`src/hdl/tcd_pkg.sv`:
```
// Package for the tick cadence divider: widths, register indexes, reset values
// and the packed word types of the item and result channels.
// No dependencies; used by tick_cadence_divider_unit.
package tcd_pkg;

	localparam int NUM_CHANNELS = 3;
	localparam int CH_W         = (NUM_CHANNELS > 1) ? $clog2(NUM_CHANNELS) : 1;
	localparam int MODE_W       = 2;
	localparam int TICK_W       = 16;
	localparam int PERIOD_W     = 8;
	localparam int ACC_W        = TICK_W + 1;
	localparam int DROP_W       = 32;
	localparam int STEP_CNT_W   = $clog2(ACC_W + 1);
	localparam int CFG_IDX_W    = 2;

	localparam logic [CFG_IDX_W-1:0] CFG_PERIOD  = 2'd0;
	localparam logic [CFG_IDX_W-1:0] CFG_STEP    = 2'd1;
	localparam logic [CFG_IDX_W-1:0] CFG_SESSION = 2'd2;

	localparam logic [PERIOD_W-1:0] PERIOD_RESET = 8'd4;
	localparam logic [PERIOD_W-1:0] STEP_RESET   = 8'd4;

	typedef struct packed {
		logic [MODE_W-1:0] mode;
		logic [TICK_W-1:0] tick_count;
	} item_t;

	typedef struct packed {
		logic              due;
		logic [TICK_W-1:0] credited_ticks;
		logic [DROP_W-1:0] dropped_total;
	} result_t;

endpackage

```
`src/hdl/tick_cadence_divider_unit.sv`:
```
// Tick cadence divider: per-channel pending-tick accumulators and saturating
// dropped-period counters, with a shared bit-serial restoring divider.
// Depends on tcd_pkg.
//
// Usage: an item word (channel in mode, tick_count) enters on item_valid and
// item_ready; one result word leaves on result_valid and result_ready. The
// configuration channel (cfg_index, cfg_data) is always ready and should only
// be written while no item is in flight.
// An item that needs no division (pass-through, still pending, or an unknown
// channel) goes from idle straight to the write-back step, which raises
// result_valid. An item whose accumulated ticks reach a full period first runs
// the divider, one quotient bit per cycle through a single 9-bit subtractor,
// and then raises result_valid from the write-back step.
// The sequencer takes no new item until it is done with the last one;
// item_ready is high only while the sequencer is idle.
// Reset clears all pending and dropped counts and loads period 4, step 4 and an
// inactive session. The result register holds one finished word; if the
// receiver stalls, the next item is still accepted and computed, and waits in
// its final step until the result register is free.
module tick_cadence_divider_unit (
	input  logic                                   clk,
	input  logic                                   arst_n,
	input  logic                                   item_valid,
	output logic                                   item_ready,
	input  tcd_pkg::item_t                         item,
	output logic                                   result_valid,
	input  logic                                   result_ready,
	output tcd_pkg::result_t                       result,
	input  logic                                   cfg_valid,
	output logic                                   cfg_ready,
	input  logic [tcd_pkg::CFG_IDX_W-1:0]          cfg_index,
	input  logic [tcd_pkg::PERIOD_W-1:0]           cfg_data
);

	typedef enum logic [1:0] {ST_IDLE, ST_DIV, ST_WB} state_t;
	typedef enum logic [1:0] {K_ZERO, K_PASS, K_HOLD, K_DIV} kind_t;

	state_t                           state_q;
	kind_t                            kind_q;
	kind_t                            kind_in;
	logic [tcd_pkg::PERIOD_W-1:0]     period_q;
	logic [tcd_pkg::PERIOD_W-1:0]     step_q;
	logic                             session_q;
	logic [tcd_pkg::PERIOD_W-1:0]     pending_q [tcd_pkg::NUM_CHANNELS];
	logic [tcd_pkg::DROP_W-1:0]       dropped_q [tcd_pkg::NUM_CHANNELS];
	logic [tcd_pkg::CH_W-1:0]         ch_q;
	logic [tcd_pkg::TICK_W-1:0]       elapsed_q;
	logic [tcd_pkg::ACC_W-1:0]        dvd_q;
	logic [tcd_pkg::PERIOD_W-1:0]     rem_q;
	logic [tcd_pkg::STEP_CNT_W-1:0]   cnt_q;
	logic                             result_valid_q;
	tcd_pkg::result_t                 result_q;

	logic                             ch_ok;
	logic                             high_rate;
	logic [tcd_pkg::CH_W-1:0]         ch_in;
	logic [tcd_pkg::PERIOD_W-1:0]     pend_rd;
	logic [tcd_pkg::ACC_W-1:0]        acc_in;
	logic [tcd_pkg::ACC_W-1:0]        period_ext;
	logic [tcd_pkg::PERIOD_W:0]       trial;
	logic                             trial_ge;
	logic [tcd_pkg::PERIOD_W:0]       trial_sub;
	logic [tcd_pkg::DROP_W-1:0]       drop_rd;
	logic [tcd_pkg::DROP_W:0]         drop_sum;
	logic [tcd_pkg::DROP_W-1:0]       drop_sat;
	logic                             wb_go;

	assign item_ready   = (state_q == ST_IDLE);
	assign cfg_ready    = 1'b1;
	assign result_valid = result_valid_q;
	assign result       = result_q;

	always_comb begin
		ch_ok      = int'(item.mode) < tcd_pkg::NUM_CHANNELS;
		high_rate  = session_q && (step_q < period_q);
		ch_in      = tcd_pkg::CH_W'(item.mode);
		pend_rd    = ch_ok ? pending_q[ch_in] : '0;
		acc_in     = tcd_pkg::ACC_W'(pend_rd) + tcd_pkg::ACC_W'(item.tick_count);
		period_ext = tcd_pkg::ACC_W'(period_q);
		priority if (!ch_ok) begin
			kind_in = K_ZERO;
		end else if (!high_rate) begin
			kind_in = K_PASS;
		end else if (acc_in < period_ext) begin
			kind_in = K_HOLD;
		end else begin
			kind_in = K_DIV;
		end
		trial     = {rem_q, dvd_q[tcd_pkg::ACC_W-1]};
		trial_ge  = trial >= {1'b0, period_q};
		trial_sub = trial - {1'b0, period_q};
		drop_rd   = dropped_q[ch_q];
		drop_sum  = {1'b0, drop_rd} + (tcd_pkg::DROP_W + 1)'(dvd_q);
		drop_sat  = drop_sum[tcd_pkg::DROP_W] ? '1 : drop_sum[tcd_pkg::DROP_W-1:0];
		wb_go     = !result_valid_q || result_ready;
	end

	always_ff @(posedge clk or negedge arst_n) begin
		if (!arst_n) begin
			state_q        <= ST_IDLE;
			kind_q         <= K_ZERO;
			period_q       <= tcd_pkg::PERIOD_RESET;
			step_q         <= tcd_pkg::STEP_RESET;
			session_q      <= 1'b0;
			ch_q           <= '0;
			elapsed_q      <= '0;
			dvd_q          <= '0;
			rem_q          <= '0;
			cnt_q          <= '0;
			result_valid_q <= 1'b0;
			result_q       <= '0;
			for (int i = 0; i < tcd_pkg::NUM_CHANNELS; i++) begin
				pending_q[i] <= '0;
				dropped_q[i] <= '0;
			end
		end else begin
			if (cfg_valid) begin
				unique case (cfg_index)
					tcd_pkg::CFG_PERIOD:  period_q  <= cfg_data;
					tcd_pkg::CFG_STEP:    step_q    <= cfg_data;
					tcd_pkg::CFG_SESSION: session_q <= cfg_data[0];
					default: ;
				endcase
			end
			if (state_q == ST_WB && wb_go) begin
				result_valid_q <= 1'b1;
			end else if (result_valid_q && result_ready) begin
				result_valid_q <= 1'b0;
			end
			unique case (state_q)
				ST_IDLE: begin
					if (item_valid) begin
						kind_q    <= kind_in;
						ch_q      <= ch_in;
						elapsed_q <= item.tick_count;
						dvd_q     <= acc_in - period_ext;
						rem_q     <= (kind_in == K_DIV) ? '0
						                                : acc_in[tcd_pkg::PERIOD_W-1:0];
						cnt_q     <= '0;
						state_q   <= (kind_in == K_DIV) ? ST_DIV : ST_WB;
					end
				end
				ST_DIV: begin
					rem_q <= trial_ge ? trial_sub[tcd_pkg::PERIOD_W-1:0]
					                  : trial[tcd_pkg::PERIOD_W-1:0];
					dvd_q <= {dvd_q[tcd_pkg::ACC_W-2:0], trial_ge};
					cnt_q <= cnt_q + 1'b1;
					if (cnt_q == tcd_pkg::STEP_CNT_W'(tcd_pkg::ACC_W - 1)) begin
						state_q <= ST_WB;
					end
				end
				ST_WB: begin
					if (wb_go) begin
						state_q        <= ST_IDLE;
						unique case (kind_q)
							K_ZERO: begin
								result_q <= '0;
							end
							K_PASS: begin
								pending_q[ch_q]         <= '0;
								result_q.due            <= 1'b1;
								result_q.credited_ticks <= elapsed_q;
								result_q.dropped_total  <= drop_rd;
							end
							K_HOLD: begin
								pending_q[ch_q]         <= rem_q;
								result_q.due            <= 1'b0;
								result_q.credited_ticks <= '0;
								result_q.dropped_total  <= drop_rd;
							end
							K_DIV: begin
								pending_q[ch_q]         <= rem_q;
								dropped_q[ch_q]         <= drop_sat;
								result_q.due            <= 1'b1;
								result_q.credited_ticks <= tcd_pkg::TICK_W'(period_q);
								result_q.dropped_total  <= drop_sat;
							end
							default: ;
						endcase
					end
				end
				default: state_q <= ST_IDLE;
			endcase
		end
	end

endmodule

```
`config.mk`:
```
export PLATFORM = sky130hd
export DESIGN_NAME = tick_cadence_divider_unit
export DESIGN_NICKNAME = d
export VERILOG_FILES = /design/src/hdl/tcd_pkg.sv /design/src/hdl/tick_cadence_divider_unit.sv
export SDC_FILE = /design/constraint.sdc
export NUM_CORES = 1
export LEC_CHECK = 0
export BUFFER_PORTS_ARGS = -buffer_cell sky130_fd_sc_hd__buf_4
export CORE_MARGIN = 2
export CORE_UTILIZATION = 45
export DETAILED_ROUTE_END_ITERATION = 10
export PLACE_DENSITY_LB_ADDON = 0.25
export SLEW_MARGIN = 30
export SYNTH_ARGS = -nofsm -noshare
export SYNTH_HDL_FRONTEND = slang
export SYNTH_SLANG_ARGS = --single-unit
```
`constraint.sdc`:
```
create_clock -name clk -period 11 [get_ports clk]
set_clock_uncertainty 0.15 [all_clocks]
set_input_delay 1.1 -clock clk [delete_from_list [all_inputs] [get_ports clk]]
set_output_delay 1.1 -clock clk [all_outputs]
set_load 0.01 [all_outputs]
```
-- Word level (Yosys, flattened, before mapping)
Index checks and enable logic that the tools add are counted.
- register bits: 239
- bits of input ports: 33
- output and inout bits: 52
- word-level logic and storage cells: 104
- $add $sub $neg: 5
- magnitude comparators: 7
- equality and inequality tests: 12
- muxes and demuxes: 34
- bitwise logic cells: 4
- reductions and logical operators: 22
- operators with widths (cell ; count):
    $pmux 49 s4 ; 1
    $mux 32 ; 4
    $bwmux 96 ; 1
    $bmux 32 s2 ; 1
    $demux 32 s2 ; 1
    $mux 8 ; 7
    $pmux 24 s2 ; 1
    $pmux 17 s2 ; 1
    $add 32x17->33 ; 1
    $and 24x24->24 ; 1
    $bwmux 24 ; 1
    $not 24->24 ; 1
    $add 8x16->17 ; 1
    $lt 17x8->1 ; 1
    $mux 17 ; 1
    $sub 17x8->17 ; 1
    $bmux 8 s2 ; 1
    $demux 8 s2 ; 1
    $pmux 8 s2 ; 1
    $mux 2 ; 6
    $reduce_and 2->1 ; 6
    $eq 2x2->1 const B ; 5
    $pmux 5 s2 ; 1
    $ge 9x8->1 ; 1
    20 further kinds ; 37

-- Logic depth before layout (Yosys ltp)
- depth after elaboration: 14
- depth in mapped cells: 19
- mapped depth without buffers: 17

-- Worst setup path after synthesis
No wires, ideal clock.
- path kind: input -> register
- start: input item[17] (netlist bit)
- end: register rem_q[0] (netlist bit)
- library setup time: 0.094 ns
- data arrival time: 5.123 ns
- required time: 10.756 ns
- path slack: 5.633 ns
- stages: 16
- path buffers: 1
- cells stage by stage: buf_1 mux2i_1 o21ai_0 ha_1 fa_1 a21o_1 a2111oi_4 xnor2_1 ha_1 a211oi_1 nand3b_1 a31oi_1 o31ai_2 a2111oi_4 nor2_2 a221oi_2
- cells in the longest elaborated chain, start to end: 14
- elaborated cells on any way between the ends: 15
- those cells by class: add/sub (1); order compare (2); eq/ne (1); mux (10); bitwise (1)
- RTL lines (element ; RTL line ; source):
    from (decl) ; tick_cadence_divider_unit.sv:25 ; input tcd_pkg::item_t item,
    $not 2->3 (not written as such) ; tick_cadence_divider_unit.sv:77 ; pend_rd = ch_ok ? pending_q[ch_in] : '0;
    $bmux 8 s2 ; tick_cadence_divider_unit.sv:77 ;
    $mux 8 (not written as such) (2 in series) ; tick_cadence_divider_unit.sv:77 ;
    $mux 8 ; tick_cadence_divider_unit.sv:77 ;
    $add 8x16->17 ; tick_cadence_divider_unit.sv:78 ; acc_in = tcd_pkg::ACC_W'(pend_rd) + tcd_pkg::ACC_W'(item.tick_count);
    $lt 17x8->1 ; tick_cadence_divider_unit.sv:84 ; end else if (acc_in < period_ext) begin
    $mux 1 ; tick_cadence_divider_unit.sv:84 ;
    $mux 2 ; tick_cadence_divider_unit.sv:82 ; end else if (!high_rate) begin
    $mux 2 ; tick_cadence_divider_unit.sv:80 ; priority if (!ch_ok) begin
    $eq 2x2->1 ; tick_cadence_divider_unit.sv:137 ; rem_q <= (kind_in == K_DIV) ? '0
    $mux 8 * ; tick_cadence_divider_unit.sv:137 ;
    $mux 8 * ; tick_cadence_divider_unit.sv:132 ; if (item_valid) begin
    $pmux 8 s2 * ; tick_cadence_divider_unit.sv:130 ; unique case (state_q)
    to (signal assigned) ; tick_cadence_divider_unit.sv:137 ;
    to (signal assigned) ; tick_cadence_divider_unit.sv:144 ; rem_q <= trial_ge ? trial_sub[tcd_pkg::PERIOD_W-1:0]
    to (decl) ; tick_cadence_divider_unit.sv:49 ; logic [tcd_pkg::PERIOD_W-1:0] rem_q;
Every way passes the cells marked *; elsewhere a longest branch is shown, timed or not. The select of a mux whose other input is x is not followed.
A chain may end at the register's enable or synchronous reset.

-- Worst setup path in the final report
- start: input item[17] (netlist bit)
- end: register rem_q[4] (netlist bit)
Same word-level chain as after synthesis.

==> flow_metrics.py <==
metrics = {
    "status": {
        "status": "complete, no violations",
    },
    "cts": {
        "holdBufCountCts": 0,
        "clk_latency_ns": 0.55,
        "post_cts_resized": 0,
        "cts_root_buffer": "clkbuf_16",
        "cts_made_buffers": 27,
        "htreeDepth": 1,
        "clk_pin_slew_worst_paths_ns": 0.06,
        "postCtsSetupRepairBufs": 0,
        "clockBufferDepth": 3,
        "cts_tree": "built",
        "clock-sinks": 239,
    },
    "logic_synthesis": {
        "yosys.cell_types.count": 78,
        "yosysWarnings": 0,
        "synthFlopType": "dfrtp_1",
        "synth_seq_cells": 239,
        "syn_nets": 1543,
        "ys_async_sr_fraction_pct": 100,
        "yosysMostFrequentCell": "dfrtp_1",
        "synth_common_cells": "237 x dfrtp_1, 229 x nand2_1, 131 x o21ai_0, 123 x nor2_1, 117 x a21oi_1",
        "syn_area_per_cell_um2": 9.22,
        "synthCells": 1456,
        "seq_area_frac_synth_pct": 44.6,
        "synth_top_area_share_pct": 44.2,
        "synth_edf_count": 0,
        "synth_area_leaders": "dfrtp_1 44%, nand2_1 6.4%, o21ai_0 4.9%, ha_1 4.7%, mux2i_1 4.6%",
        "yosysTopAreaCell": "dfrtp_1",
        "syn_area_um2": 13400,
    },
    "setup_path": {
        "worst-path-buf-inv": 1,
        "cp_top_family": "compound AO/OA/AOI/OAI gates",
        "path_max_fanout": 12,
        "crit_required_ns": 11.28,
        "slowest_delay_ns": 0.61,
        "cp_cell_sequence": "buf_4 > nor2b_1 > nand2_1 > o21ai_0 > ha_1 > and3_1 > a2111oi_4 > xnor2_1 > ha_1 > a211oi_1 > nand3b_1 > a31oi_1 > o31ai_2 > a2111oi_4 > o21ai_1 > o221ai_1",
        "crit_slowest_cell": "a2111oi_4",
        "cp.arrival_ns": 5.57,
        "endpoint_kind": "register",
        "crit_type": "in2reg",
        "start_kind": "primary input",
    },
    "route": {
        "vias_per_cell": 5.74,
        "wl_per_cell_um": 19.0,
        "dr.pass1.iters": 5,
        "drt_iter0_markers": 772,
        "drc": 0,
        "vias": 11000,
        "wirelength_um": 36300,
        "detail-route-antenna-nets": 0,
    },
    "placed_design": {
        "portBuffers": 83,
        "gp_congestion": 0.903,
        "dpl.hpwl_um": 25000,
    },
    "sta": {
        "slew-limit-headroom_pct": 43.9,
        "setup_viol": 0,
        "hold_violations": 0,
        "max_freq_mhz": 189,
        "worst_slew_pin_slew_ns": 0.841,
        "grt_setup_unrepaired": "false",
        "min_period_ns": 5.29,
        "timing.final.crit_share_pct": 48.1,
        "final.setup.tns_ns": 0,
        "drv_slew": 0,
    },
    "finish": {
        "antenna_cells": 0,
        "layout-drive-gt1-share_pct": 13.1,
        "area_delta_synth_final_pct": 13.2,
        "fin_nets": 1590,
    },
    "grt": {
        "grt_pass1_vias": 10700,
        "track_usage_pct": 23.6,
        "grt_pass1_wl_um": 58700,
        "grt_max_degree": 110,
        "gr-total-overflow": 0,
        "antenna_found_initial": 0,
    },
    "hold_path": {
        "hp-class": "reg2reg",
    },
    "die": {
        "die_w_um": 177,
        "core_um2": 29500,
        "die-area_um2": 31200,
        "die_h_um": 177,
        "rows": 63,
        "floorplan.initialDensity_pct": 45.5,
        "io_pins": 85,
    },
    "power": {
        "ir_drop_uv": 145,
        "p_leak_nw": 6.92,
        "powerDensity_nw_per_um2": 282,
        "power_mw": 4.29,
    },
    "job": {
        "drv_cap": 0,
    },
}
## through the flow
step	cells	utilization [%]	area, um^2	hold WS, ns	setup WS (ns)
finish	1911	51.5	15200	0.323	5.71
global route	1911	51.5	15200	0.341	5.42
CTS	1911	51.5	15200	0.328	5.76
detailed placement	1864	48.6	14300	0.314	5.23
global placement	1864	48.6	14300	0.305	5.37
floorplan	1456	-	13400	0.295	5.63
## worst paths after layout
| kind | startpoint | endpoint | slack [ns] | cells after the start |
|---|---|---|---|---|
| min in group asynchronous | arst_n | dropped_q[54] | 0.48 | 1 |
| setup reg to reg | ch_q[0] | result[27] | 5.83 | 14 |
| hold / removal | result[44] | result[44] | 0.32 | 2 |
| setup / recovery | item[17] | rem_q[4] | 5.71 | 16 |
| max in group asynchronous | arst_n | result[34] | 8.90 | 2 |
| hold reg to reg | result[44] | result[44] | 0.32 | 2 |
## registers in the layout, summed over array words and instances, names as in the netlist
name,count
cnt_q,5
dropped_q,96
dvd_q,17
step_q,8
state_q,2
rem_q,8
result_valid,1
elapsed_q,16
kind_q,2
pending_q,24
period_q,8
ch_q,2
result,49
session_q,1
## worst reg2reg max path, stage by stage, from the launching register on
cell      delay (ns)
dfrtp_2         0.38
buf_4           0.58
mux2i_1         0.18
o21ai_0         0.29
ha_1            0.23
inv_1           0.05
fa_1            0.39
nand2b_1        0.18
a21oi_1         0.25
o21ai_0         0.23
o21bai_1        0.66
and3b_1         0.74
nor2_1          0.26
buf_4           0.27
a221oi_1        0.27
## layout by cell type (no fill, tap or decap), types with 5 or more instances in the layout
| master | instances |
|---|---|
| ha_1 | 50 |
| inv_1 | 32 |
| o21ai_1 | 7 |
| and2_1 | 15 |
| nor3_1 | 14 |
| clkbuf_16 | 27 |
| o2bb2ai_1 | 5 |
| mux2i_1 | 62 |
| a21o_1 | 14 |
| xnor2_1 | 34 |
| a2bb2oi_1 | 10 |
| a221oi_1 | 5 |
| nand2_1 | 228 |
| clkbuf_1 | 6 |
| nand2b_1 | 13 |
| nor2b_1 | 9 |
| xor2_1 | 17 |
| mux2_2 | 22 |
| o211ai_1 | 8 |
| dfrtp_1 | 235 |
| o21a_1 | 8 |
| a31oi_1 | 14 |
| a22oi_1 | 14 |
| maj3_1 | 17 |
| nand4_1 | 13 |
| buf_4 | 101 |
| and3_1 | 11 |
| o21ai_0 | 131 |
| a21oi_1 | 116 |
| clkbuf_8 | 9 |
| o21bai_1 | 5 |
| o31ai_1 | 17 |
| nand3_1 | 32 |
| a211oi_1 | 10 |
| nor2_1 | 120 |
| o221ai_1 | 5 |
## cell families after synthesis
logic type	count (synthesis)	synth area share, %
other	1	0.0279
buffers and inverters	118	3.80
AND/OR/NAND/NOR	489	16.5
adder cells (fa/ha/maj)	71	6.53
AO/OA/AOI/OAI	403	18.8
multiplexers	84	6.47
flip-flops	239	44.6
XOR/XNOR	51	3.33
## report_power, final
group | switching (mW) | internal (mW) | leakage [nW]
Sequential | 0.228 | 1.18 | 3.13
Combinational | 1.23 | 0.781 | 3.36
Clock | 0.355 | 0.508 | 0.425
## area by class of cell
cell class	count	area, um^2
Clock buffer	42	822
Multi-Input combinational cell	1099	6960
Inverter	33	124
Tap cell	390	488
Fill cell	2787	14300
Timing Repair Buffer	103	785
Clock inverter	5	28.8
Sequential cell	239	5990
## layer usage
layer,track usage (%),vias up,part of all wire (%)
li1,-,5258,-
met4,6.27,0,2.6
met5,0,-,0
met1,32.8,5359,45
met2,39.2,294,47
met3,2.96,58,4.7
Note: power is estimated with default switching activity, not from simulation.
